==> src/rtl/core/hourly_top_bottom_k_tracker_macros.svh <==
// Assertion macros for the tracker RTL.
// Used by files that carry concurrent checks; expects clk and arst_n in scope.
`ifndef HOURLY_TOP_BOTTOM_K_TRACKER_MACROS_SVH
`define HOURLY_TOP_BOTTOM_K_TRACKER_MACROS_SVH

`ifndef SYNTH
`define HTBK_ASSERT(lbl, prop, msg) \
	lbl: assert property (@(posedge clk) disable iff (!arst_n) prop) else $error(msg);
`define HTBK_NEVER(lbl, cond, msg) \
	lbl: assert property (@(posedge clk) disable iff (!arst_n) !(cond)) else $error(msg);
`else
`define HTBK_ASSERT(lbl, prop, msg)
`define HTBK_NEVER(lbl, cond, msg)
`endif

`endif

==> src/rtl/core/htbk_pkg.sv <==
// Types and constants for the hourly top/bottom-K tracker.
// No dependencies; imported by every tracker module.
package htbk_pkg;

	localparam int TEMP_W = 8;
	localparam int HOUR_W = 8;
	localparam int RANK_W = 3;

	localparam logic LIST_HIGH = 1'b0;
	localparam logic LIST_LOW  = 1'b1;

	localparam logic KIND_READING = 1'b0;
	localparam logic KIND_END_HOUR = 1'b1;

	typedef logic signed [TEMP_W-1:0] temp_t;

	typedef struct packed {
		logic  kind;
		temp_t temperature;
	} sample_t;

	typedef struct packed {
		logic [HOUR_W-1:0] hour_number;
		logic              list_kind;
		logic [RANK_W-1:0] rank;
		temp_t             value;
		logic              valid_res;
		logic              last;
	} report_t;

	typedef struct packed {
		logic  vld;
		temp_t val;
	} slot_t;

	typedef struct packed {
		logic              emit;
		logic              list_kind;
		logic [RANK_W-1:0] rank;
		temp_t             value;
		logic              valid_res;
		logic              last;
	} rpt_ent_t;

endpackage

==> src/rtl/core/hourly_top_bottom_k_tracker.sv <==
// Hourly tracker of the KEEP_COUNT largest and smallest signed readings.
// Top level; uses htbk_pkg, htbk_sort_cell, htbk_rpt_cell and the macro header.
//
// Input channel sample/sample_valid/sample_stall: a reading (kind 0) or an
// end-of-hour mark (kind 1). Readings are taken every cycle; each one is
// compared against all held entries at once and inserted at the following clock edge.
// An end-of-hour mark copies both lists into the report chain, clears them
// and advances the hour in the same cycle, so readings of the next hour
// flow on while the report drains. A further end-of-hour mark is stalled
// until the previous report has fully left.
// Output channel report/report_valid/report_stall: the high list, then the
// low list, both ascending, last set on the final item. With n >= 1 readings
// kept, the empty high slots at the head of the chain are skipped first, and
// the items follow one per cycle while report_stall is low; the chain of
// 2*KEEP_COUNT slots shifts one slot per cycle unless a head item is stalled.
// An empty hour gives one item with valid_res low in the cycle after the mark.
// A stall on the report side holds the chain while the head slot has an item.
// Reset empties both lists, the report chain and the hour counter.
`include "hourly_top_bottom_k_tracker_macros.svh"

module hourly_top_bottom_k_tracker #(
	parameter int KEEP_COUNT = 5
) (
	input  logic              clk,
	input  logic              arst_n,
	input  htbk_pkg::sample_t sample,
	input  logic              sample_valid,
	output logic              sample_stall,
	output htbk_pkg::report_t report,
	output logic              report_valid,
	input  logic              report_stall
);
	import htbk_pkg::*;

	localparam int CNT_W = $clog2(KEEP_COUNT + 1);
	localparam int RPT_N = 2 * KEEP_COUNT;

	logic               sample_acc;
	logic               take_reading;
	logic               end_hour;
	logic [CNT_W-1:0]   filled_q;
	logic [HOUR_W-1:0]  hour_q;
	logic [HOUR_W-1:0]  rpt_hour_q;
	logic               rpt_busy;
	logic               rpt_shift;
	logic               rpt_done;

	slot_t              low_slot [KEEP_COUNT];
	slot_t              high_slot [KEEP_COUNT];
	logic [KEEP_COUNT-1:0] low_take;
	logic [KEEP_COUNT-1:0] high_take;
	logic [KEEP_COUNT-1:0] low_vld_w;
	logic [KEEP_COUNT-1:0] high_vld_w;

	rpt_ent_t           rpt_ent [RPT_N];
	rpt_ent_t           rpt_load [RPT_N];
	logic [RPT_N-1:0]   rpt_emit_w;

	assign sample_stall = rpt_busy && (sample.kind == KIND_END_HOUR);
	assign sample_acc   = sample_valid && !sample_stall;
	assign take_reading = sample_acc && (sample.kind == KIND_READING);
	assign end_hour     = sample_acc && (sample.kind == KIND_END_HOUR);

	for (genvar i = 0; i < KEEP_COUNT; i++) begin : g_keep
		slot_t low_up;
		logic  low_up_take;
		slot_t high_up;
		logic  high_up_take;

		if (i == 0) begin : g_low_edge
			assign low_up      = '0;
			assign low_up_take = 1'b0;
		end else begin : g_low_mid
			assign low_up      = low_slot[i-1];
			assign low_up_take = low_take[i-1];
		end

		if (i == KEEP_COUNT - 1) begin : g_high_edge
			assign high_up      = '0;
			assign high_up_take = 1'b0;
		end else begin : g_high_mid
			assign high_up      = high_slot[i+1];
			assign high_up_take = high_take[i+1];
		end

		htbk_sort_cell #(.KEEP_HIGH(1'b0)) u_low (
			.clk        (clk),
			.arst_n     (arst_n),
			.ins        (take_reading),
			.clr        (end_hour),
			.sample_val (sample.temperature),
			.up         (low_up),
			.up_take    (low_up_take),
			.take       (low_take[i]),
			.slot_q     (low_slot[i])
		);

		htbk_sort_cell #(.KEEP_HIGH(1'b1)) u_high (
			.clk        (clk),
			.arst_n     (arst_n),
			.ins        (take_reading),
			.clr        (end_hour),
			.sample_val (sample.temperature),
			.up         (high_up),
			.up_take    (high_up_take),
			.take       (high_take[i]),
			.slot_q     (high_slot[i])
		);

		assign low_vld_w[i]  = low_slot[i].vld;
		assign high_vld_w[i] = high_slot[i].vld;

		// high list sits right-aligned: rank counts from the first filled slot
		always_comb begin
			rpt_load[i].emit      = high_slot[i].vld;
			rpt_load[i].list_kind = LIST_HIGH;
			rpt_load[i].rank      = RANK_W'(i + int'(filled_q) - KEEP_COUNT);
			rpt_load[i].value     = high_slot[i].val;
			rpt_load[i].valid_res = 1'b1;
			rpt_load[i].last      = 1'b0;
			if (i == 0 && filled_q == '0) begin
				rpt_load[i].emit      = 1'b1;
				rpt_load[i].rank      = '0;
				rpt_load[i].value     = '0;
				rpt_load[i].valid_res = 1'b0;
				rpt_load[i].last      = 1'b1;
			end
		end

		always_comb begin
			rpt_load[KEEP_COUNT+i].emit      = low_slot[i].vld;
			rpt_load[KEEP_COUNT+i].list_kind = LIST_LOW;
			rpt_load[KEEP_COUNT+i].rank      = RANK_W'(i);
			rpt_load[KEEP_COUNT+i].value     = low_slot[i].val;
			rpt_load[KEEP_COUNT+i].valid_res = 1'b1;
			rpt_load[KEEP_COUNT+i].last      = (filled_q == CNT_W'(i + 1));
		end
	end

	always_ff @(posedge clk or negedge arst_n) begin
		if (!arst_n) begin
			filled_q <= '0;
			hour_q   <= '0;
		end else if (end_hour) begin
			filled_q <= '0;
			hour_q   <= hour_q + 1'b1;
		end else if (take_reading && filled_q != CNT_W'(KEEP_COUNT)) begin
			filled_q <= filled_q + 1'b1;
		end
	end

	always_ff @(posedge clk) begin
		if (end_hour) begin
			rpt_hour_q <= hour_q;
		end
	end

	// drain the chain: skip empty head slots, hold while the head is stalled
	assign rpt_shift = rpt_busy && (!rpt_ent[0].emit || !report_stall);
	assign rpt_busy  = |rpt_emit_w;

	for (genvar j = 0; j < RPT_N; j++) begin : g_rpt
		rpt_ent_t next_ent;

		if (j == RPT_N - 1) begin : g_tail
			assign next_ent = '0;
		end else begin : g_mid
			assign next_ent = rpt_ent[j+1];
		end

		htbk_rpt_cell u_rpt (
			.clk      (clk),
			.arst_n   (arst_n),
			.load     (end_hour),
			.shift    (rpt_shift),
			.load_ent (rpt_load[j]),
			.next_ent (next_ent),
			.ent_q    (rpt_ent[j])
		);

		assign rpt_emit_w[j] = rpt_ent[j].emit;
	end

	assign report_valid       = rpt_ent[0].emit;
	assign report.hour_number = rpt_hour_q;
	assign report.list_kind   = rpt_ent[0].list_kind;
	assign report.rank        = rpt_ent[0].rank;
	assign report.value       = rpt_ent[0].value;
	assign report.valid_res   = rpt_ent[0].valid_res;
	assign report.last        = rpt_ent[0].last;

	assign rpt_done = report_valid && !report_stall && report.last;

	`HTBK_ASSERT(a_low_fill, $countones(low_vld_w) == int'(filled_q), "low list fill mismatch")
	`HTBK_ASSERT(a_high_fill, $countones(high_vld_w) == int'(filled_q), "high list fill mismatch")
	`HTBK_ASSERT(a_hour_adv, end_hour |=> filled_q == '0 && hour_q == $past(hour_q) + 1'b1, "no step")
	`HTBK_NEVER(a_last_drains, $past(rpt_done) && rpt_busy, "report chain busy after last item")

endmodule

==> src/rtl/core/htbk_sort_cell.sv <==
// One entry of a sorted keep list; inserts by handing entries to the next cell.
// Depends on htbk_pkg.
module htbk_sort_cell #(
	parameter bit KEEP_HIGH = 1'b0
) (
	input  logic             clk,
	input  logic             arst_n,
	input  logic             ins,
	input  logic             clr,
	input  htbk_pkg::temp_t  sample_val,
	input  htbk_pkg::slot_t  up,
	input  logic             up_take,
	output logic             take,
	output htbk_pkg::slot_t  slot_q
);
	import htbk_pkg::*;

	logic beats;

	assign beats = KEEP_HIGH ? (sample_val > slot_q.val) : (sample_val < slot_q.val);
	assign take  = !slot_q.vld || beats;

	always_ff @(posedge clk or negedge arst_n) begin
		if (!arst_n) begin
			slot_q <= '0;
		end else if (clr) begin
			slot_q.vld <= 1'b0;
		end else if (ins && take) begin
			if (up_take) begin
				slot_q <= up;
			end else begin
				slot_q.vld <= 1'b1;
				slot_q.val <= sample_val;
			end
		end
	end

endmodule

==> src/rtl/core/htbk_rpt_cell.sv <==
// One slot of the report drain chain: loads a snapshot, then shifts toward the head.
// Depends on htbk_pkg.
module htbk_rpt_cell (
	input  logic               clk,
	input  logic               arst_n,
	input  logic               load,
	input  logic               shift,
	input  htbk_pkg::rpt_ent_t load_ent,
	input  htbk_pkg::rpt_ent_t next_ent,
	output htbk_pkg::rpt_ent_t ent_q
);
	import htbk_pkg::*;

	always_ff @(posedge clk or negedge arst_n) begin
		if (!arst_n) begin
			ent_q <= '0;
		end else if (load) begin
			ent_q <= load_ent;
		end else if (shift) begin
			ent_q <= next_ent;
		end
	end

endmodule
==> config.mk <==
export PLATFORM = sky130hd
export DESIGN_NAME = hourly_top_bottom_k_tracker
export DESIGN_NICKNAME = d
export VERILOG_FILES = /design/src/rtl/core/htbk_pkg.sv /design/src/rtl/core/hourly_top_bottom_k_tracker.sv /design/src/rtl/core/htbk_sort_cell.sv /design/src/rtl/core/htbk_rpt_cell.sv
export VERILOG_INCLUDE_DIRS = /design/src /design/src/rtl/core
export SDC_FILE = /design/constraint.sdc
export NUM_CORES = 1
export LEC_CHECK = 0
export ABC_AREA = 1
export BUFFER_PORTS_ARGS = -buffer_cell sky130_fd_sc_hd__buf_2
export CORE_MARGIN = 2
export CORE_UTILIZATION = 25
export DETAILED_ROUTE_END_ITERATION = 12
export GPL_TIMING_DRIVEN = 0
export PLACE_DENSITY = 0.37
export SETUP_SLACK_MARGIN = 0.1
export SKIP_LAST_GASP = 1
export SLEW_MARGIN = 15
export SYNTH_ARGS = -nofsm -noshare
export SYNTH_HDL_FRONTEND = slang
export SYNTH_SLANG_ARGS = --single-unit
==> constraint.sdc <==
create_clock -name clk -period 3.45 [get_ports clk]
set_input_delay 0.69 -clock clk [delete_from_list [all_inputs] [get_ports clk]]
set_output_delay 0.69 -clock clk [all_outputs]
set_load 0.03 [all_outputs]
==> impl_metrics.json, run 1 <==
{
  "layout.cells.most_common_list": "572 x sky130_fd_sc_hd__nand2_1, 239 x sky130_fd_sc_hd__dfrtp_1, 178 x sky130_fd_sc_hd__inv_1",
  "place_congestion": 0.788,
  "worstHoldPathType": "input pin to async pin",
  "vias_in_the_first_global_route": 11025,
  "num_cts_buffers": 31,
  "synthesis.yosys.warnings": 0,
  "setup_viol": 0,
  "synth_edf_count": 8,
  "cts_max_path_buffers": 3,
  "worst_r2r_endpoint": "g_keep[3].u_high.slot_q[6]$_DFFE_PN0P_",
  "final.hold.worst_slack_ns": 0.104,
  "wire_length_after_detailed_routing_um": 44300,
  "post_cts_hold_buffer_count": 0,
  "worstPathMaxFanout": 3,
  "clk_latency_ns": 0.57,
  "worst_setup_path_end_kind": "output port",
  "reg2regPathDepth": 12,
  "area_growth_from_synthesis_to_layout_pct": 15.5,
  "leakage_nw": 7.72,
  "timing.max_cap.violations": 0,
  "layout_setup_ws_ns": 0.861,
  "routedWlPerCell_um": 18.6,
  "post_cts_resized": 0,
  "finalNetCount": 1763,
  "tns_ns": 0,
  "grt_max_degree": 95,
  "timing_hold_violations_final": 0,
  "num-fill-cells": 5751,
  "cts.sinks": 247,
  "multi_input_comb_area_mm2": 0.00609,
  "seq_area_mm2": 0.00622,
  "cts_tree": "yes",
  "netlist_instances": 1597,
  "vias_per_cell": 4.56,
  "num_antenna_cells": 0,
  "design.portCount": 37,
  "design.core.area_mm2": 0.0526,
  "r2r-start": "g_keep[3].u_high.slot_q[7]$_DFFE_PN0P_",
  "clock_skew_ns": 0.0112,
  "mostFrequentLayoutCell": "sky130_fd_sc_hd__nand2_1",
  "layout_min_cycle_time_ns": 2.59,
  "floorplan.die.width_um": 235,
  "post_synth.cell_area_avg_um2": 8.33,
  "initial_utilization_pct": 25.3,
  "die_h_um": 235,
  "gr-usage-all-layers_pct": 16.2,
  "setup_buffers_after_cts": 0,
  "detailedRoute.firstPassIterationCount": 5,
  "clockRootBuffer": "sky130_fd_sc_hd__clkbuf_16",
  "finalMaxSlewViolations": 0,
  "synth-main-ff-cell": "sky130_fd_sc_hd__dfrtp_1",
  "worst-setup-path-type": "register to output port",
  "layout-drive-gt1-share_pct": 11.7,
  "power_density_mw_per_mm2": 974,
  "dr.first_iter.drc_count": 615,
  "run_status": "complete, no violations",
  "route.antenna.remaining_nets": 0,
  "fmax_mhz": 386,
  "utilization_after_layout_pct": 29.2,
  "max_slew.worst_pin.slew_ns": 0.753,
  "route.vias.total": 10835,
  "critical_path_arrival_ns": 1.90,
  "path_clk_slew_ns": 0.06,
  "fp.dieArea_mm2": 0.0550,
  "grt_setup_unrepaired": "false",
  "portBuffers": 35,
  "yosys_register_bits": 247,
  "rows": 84,
  "grt_antenna_before_repair": 0,
  "worstSetupStartpoint": "g_rpt[0].u_rpt.ent_q[14]$_DFFE_PN0P_",
  "crit_required_ns": 2.76,
  "cts_htree_levels": 1,
  "pre_cts_ws_ns": 0.282,
  "dp_hpwl_um": 30900,
  "global_route.overflow_total": 0,
  "syn-num-nets": 1693,
  "ys_seq_area_share_pct": 46.8,
  "power.ir.vdd_worst_uv": 362,
  "timing.critical_path.from_type": "register",
  "drc_errors": 0,
  "synthesis.area_mm2": 0.0133,
  "maxSlewHeadroom_pct": 49.8,
  "regToRegSetupSlack_ns": 1.09,
  "grt_first_pass_wirelength_um": 69200,
  "post_synth_num_cell_types": 43,
  "final_min_period_over_clock_period_pct": 75.0,
  "synthArstFlopShare_pct": 96.8
}
-- cell type report --
cell class	count	area share, %
tap	688	5.60
clock buffer	48	5.86
buffer	54	1.78
multi-input combinational	1107	39.6
clock inverter	8	0.423
timing repair buffer	37	1.56
sequential	247	40.5
inverter	189	4.65
-- state kept, by name, indices dropped and copies added, names as in the netlist --
| register | cells |
|---|---|
| g_keep.u_low.slot_q | 45 |
| g_rpt.u_rpt.ent_q | 138 |
| rpt_hour_q | 8 |
| g_keep.u_high.slot_q | 45 |
| filled_q | 3 |
| hour_q | 8 |
-- critical path: stages, from the launching register on --
cell                      delay, ns
sky130_fd_sc_hd__dfrtp_1       0.45
sky130_fd_sc_hd__nor4_2        0.36
sky130_fd_sc_hd__nand2_2       0.20
sky130_fd_sc_hd__inv_1         0.11
sky130_fd_sc_hd__nor2_1        0.05
sky130_fd_sc_hd__buf_2         0.17
-- power breakdown --
part / total, mW / switching (mW) / internal, mW
logic: 6.92 / 4.72 / 2.21
clock network: 3.15 / 1.31 / 1.85
registers: 4.89 / 0.784 / 4.11
-- logic make-up after synthesis --
kind of cell	after synthesis	synth area share (%)
xor gates and xnor gates	7	0.461
DFF	247	46.8
and+or+nand+nor	792	25.8
AOI/OAI and AO/OA	224	11.6
muxes	1	0.0847
adders and majority gates	83	7.81
buffers and inverters	243	7.42
-- cells in the mapped netlist (8+ instances only) --
| cell type | number | share of area [%] |
|---|---|---|
| sky130_fd_sc_hd__dfrtp_1 | 239 | 45 |
| sky130_fd_sc_hd__nand3_1 | 100 | 3.8 |
| sky130_fd_sc_hd__inv_1 | 178 | 5.0 |
| sky130_fd_sc_hd__nand4_1 | 39 | 1.8 |
| sky130_fd_sc_hd__a21oi_1 | 43 | 1.6 |
| sky130_fd_sc_hd__inv_2 | 9 | 0.25 |
| sky130_fd_sc_hd__o211ai_2 | 30 | 2.8 |
| sky130_fd_sc_hd__o21ai_0 | 39 | 1.5 |
| sky130_fd_sc_hd__nand2_2 | 14 | 0.66 |
| sky130_fd_sc_hd__edfxtp_1 | 8 | 1.8 |
| sky130_fd_sc_hd__o211ai_1 | 27 | 1.5 |
| sky130_fd_sc_hd__o21ai_1 | 32 | 1.2 |
| sky130_fd_sc_hd__nand2_1 | 572 | 16 |
| sky130_fd_sc_hd__o22ai_1 | 17 | 0.80 |
| sky130_fd_sc_hd__clkbuf_1 | 21 | 0.59 |
| sky130_fd_sc_hd__buf_2 | 23 | 0.87 |
| sky130_fd_sc_hd__ha_1 | 83 | 7.8 |
| sky130_fd_sc_hd__nor2_1 | 44 | 1.2 |
-- worst max-delay path by stage --
stage	slack [ns]	to
after floorplan	1.22	g_keep[4].u_high.slot_q[8]$_DFFE_PN0P_
after global placement	-3.28	g_keep[2].u_low.slot_q[3]$_DFFE_PN0P_
after CTS	0.81	sample_stall
after detailed placement	0.28	g_keep[0].u_high.slot_q[6]$_DFFE_PN0P_
final	0.86	sample_stall
after global routing	0.65	g_keep[0].u_high.slot_q[5]$_DFFE_PN0P_
-- layer usage --
layer	GRT usage [%]	vias up	share of wire, %
met5	0	-	0
li1	-	5385	-
met3	1.89	45	3.1
met4	3.39	0	1.6
met2	25.0	153	43
met1	24.3	5252	52
-- metrics by stage --
stage / instances / area, um2 / total power, mW
floorplan: 1597 / 13300 / 9.64
global placement: 2320 / 14300 / 11.9
detailed placement: 2322 / 14400 / 11.9
CTS: 2378 / 15400 / 15.2
global route: 2378 / 15400 / 16.4
finish: 2378 / 15400 / 15.0
Power figures use the tool's default switching activity.
==> inputs of run 2 (changes only) <==
clock period = 2.7 ns   (was 3.45 ns; I/O delays follow)
==> run 2 against run 1 <==
  * Sequential power grew 28%
  * Global-route usage is the same
  * Largest power group unchanged
  * Combinational power grew 28%
  * Largest cell class unchanged
  * Hold slack gained 0.28 ns
  * Cell count is essentially flat
  * Clock skew shrank 0.00084 ns
  * Core utilization is essentially flat
  * Critical endpoint unchanged
  * Highest routed layer unchanged
  * Via count shrank 0.23%
  * Clock power grew 28%
  * Critical path depth is the same
==> impl_metrics.json, run 2 (synthesized netlist as in run 1, its figures left out) <==
{
  "cts_max_path_buffers": 3,
  "sequential_power_share_pct": 32.7,
  "combPwrFrac_pct": 46.3,
  "timing_hold_violations_final": 0,
  "mostFrequentLayoutCell": "sky130_fd_sc_hd__nand2_1",
  "final_min_period_over_clock_period_pct": 90.5,
  "initial_utilization_pct": 25.3,
  "critical_path.n_buffers_inverters": 2,
  "finalMaxSlewViolations": 0,
  "layout-drive-gt1-share_pct": 11.7,
  "rows": 84,
  "crit_required_ns": 2.16,
  "grt_setup_unrepaired": "false",
  "vias_per_cell": 4.54,
  "power.ir.vdd_worst_uv": 463,
  "final.hold.worst_slack_ns": 0.383,
  "tns_ns": 0,
  "clockRootBuffer": "sky130_fd_sc_hd__clkbuf_16",
  "wire_length_after_detailed_routing_um": 44400,
  "layout_min_cycle_time_ns": 2.44,
  "biggestRegsByFlops": "g_rpt.u_rpt.ent_q (138), g_keep.u_high.slot_q (45), g_keep.u_low.slot_q (45)",
  "route.vias.total": 10810,
  "p_int_mw": 10.4,
  "crit_family": "simple AND/OR/NAND/NOR gates",
  "dp_hpwl_um": 30900,
  "dr.first_iter.drc_count": 578,
  "clock_skew_ns": 0.0104,
  "floorplan.die.width_um": 235,
  "num-fill-cells": 5751,
  "cts_htree_levels": 1,
  "worstHoldPathType": "input pin to register",
  "vias_in_the_first_global_route": 11025,
  "place_congestion": 0.788,
  "cts.sinks": 247,
  "routedWlPerCell_um": 18.6,
  "detailedRoute.firstPassIterationCount": 7,
  "area_growth_from_synthesis_to_layout_pct": 15.6,
  "die_h_um": 235,
  "fp.dieArea_mm2": 0.0550,
  "cp_cell_sequence": "nor4_2, nand2_2, inv_1, nor2_1, buf_2",
  "multi_input_comb_area_mm2": 0.00609,
  "timing.critical_path.slowest_stage_cell": "sky130_fd_sc_hd__dfrtp_1",
  "worst_path_largest_cell_delay_ns": 0.45,
  "setup_buffers_after_cts": 0,
  "cts_tree": "yes",
  "timing.critical_path.from_type": "register",
  "num_cts_buffers": 31,
  "power_frac_clock_pct": 21.1,
  "design.core.area_mm2": 0.0526,
  "design.portCount": 37,
  "worstPathMaxFanout": 3,
  "layout.cells.most_common_list": "572 x sky130_fd_sc_hd__nand2_1, 239 x sky130_fd_sc_hd__dfrtp_1, 177 x sky130_fd_sc_hd__inv_1",
  "max_slew.worst_pin.slew_ns": 0.758,
  "power_density_mw_per_mm2": 1240,
  "critical_path_arrival_ns": 1.90,
  "run_status": "complete, no violations",
  "seq_area_mm2": 0.00622,
  "route.antenna.remaining_nets": 0,
  "global_route.overflow_total": 0,
  "grt_antenna_before_repair": 0,
  "fmax_mhz": 409,
  "grt_first_pass_wirelength_um": 69200,
  "num_antenna_cells": 0,
  "power_switching_share_pct": 45.5,
  "worst_setup_path_end_kind": "output port",
  "gr-usage-all-layers_pct": 16.2,
  "portBuffers": 35,
  "leakage_nw": 7.72,
  "setup_viol": 0,
  "grt_max_degree": 95,
  "net-switching-power_mw": 8.71,
  "timing.max_cap.violations": 0,
  "drc_errors": 0,
  "path_clk_slew_ns": 0.06,
  "worst-setup-path-type": "register to output port",
  "finalNetCount": 1764,
  "clk_latency_ns": 0.57,
  "max_flop_register": "g_rpt.u_rpt.ent_q",
  "total_power_mw": 19.1,
  "maxSlewHeadroom_pct": 49.5,
  "largest_register_ffs": 138
}
-- run 2: changes by cell type in the layout (fill, tap and decap cells not counted), sizes merged --
| cell | change |
|---|---|
| buf | -1 |
| clkbuf | +1 |
| dlygate4sd3 | +1 |
-- run 2: metal layers --
metal	up-vias	track usage, %	wire length, um
li1	5388	-	-
met1	5234	24.3	23100
met2	143	25.0	19300
met3	45	1.88	1280
met4	0	3.39	724
met5	-	0	0
-- run 2: worst paths after layout --
path,start,endpoint,slack (ns),depth (start not counted)
hold / removal,report_stall,g_rpt[0].u_rpt.ent_q[14]$_DFFE_PN0P_,0.38,3
min in group asynchronous,arst_n,g_rpt[1].u_rpt.ent_q[3]$_DFFE_PN0P_,0.55,2
hold reg to reg,hour_q[6]$_DFFE_PN0P_,rpt_hour_q[6]$_DFFE_PP_,0.47,0
setup / recovery,g_rpt[0].u_rpt.ent_q[14]$_DFFE_PN0P_,sample_stall,0.26,5
max in group asynchronous,arst_n,g_keep[1].u_low.slot_q[8]$_DFFE_PN0P_,1.20,3
setup reg to reg,g_keep[4].u_high.slot_q[7]$_DFFE_PN0P_,g_keep[4].u_high.slot_q[8]$_DFFE_PN0P_,0.38,12
-- run 2: timing repair --
item / 4_1_cts / 5_1_grt
hold buffers: 1 / 0
gates resized for setup: 0 / 2
setup endpoints to repair: 0 / 6
hold endpoints to repair: 71 / 0
-- run 2: final cells by class --
type | count | share of cell area [%]
Clock buffer | 48 | 5.85
Buffer | 54 | 1.78
Sequential cell | 247 | 40.5
Tap cell | 688 | 5.60
Multi-Input combinational cell | 1107 | 39.6
Timing Repair Buffer | 38 | 1.64
Clock inverter | 8 | 0.423
Inverter | 189 | 4.65
-- run 2: worst reg2reg max path: stages (launching register included) --
cell and delay [ns]:
sky130_fd_sc_hd__dfrtp_1 0.40, sky130_fd_sc_hd__inv_1 0.15, sky130_fd_sc_hd__ha_1 0.30, sky130_fd_sc_hd__a21o_1 0.19, sky130_fd_sc_hd__nor2_1 0.13, sky130_fd_sc_hd__nand2_1 0.07, sky130_fd_sc_hd__nand2_1 0.05, sky130_fd_sc_hd__nand2_1 0.06
sky130_fd_sc_hd__nand2_2 0.18, sky130_fd_sc_hd__nand2_4 0.12, sky130_fd_sc_hd__nand2_2 0.17, sky130_fd_sc_hd__buf_2 0.24, sky130_fd_sc_hd__o21ai_0 0.12
-- run 2: through the flow --
stage / area (um2) / std cells / util [%] / worst slack, ns
detailed placement: 14400 / 2322 / 27.4 / -0.318
floorplan: 13300 / 1597 / - / 0.617
finish: 15400 / 2379 / 29.3 / 0.256
global placement: 14300 / 2320 / 27.3 / -3.88
CTS: 15400 / 2379 / 29.3 / 0.207
global route: 15400 / 2379 / 29.3 / 0.127
-- run 2: power groups by stage --
stage	registers (mW)	clock network, mW	logic, mW
6_report	6.25	4.03	8.85
3_3_place_gp	6.31	0	8.88
4_1_cts	6.26	4.19	9.00
3_5_place_dp	6.31	0	8.95
2_1_floorplan	6.17	0	6.15
5_1_grt	6.45	4.33	10.1
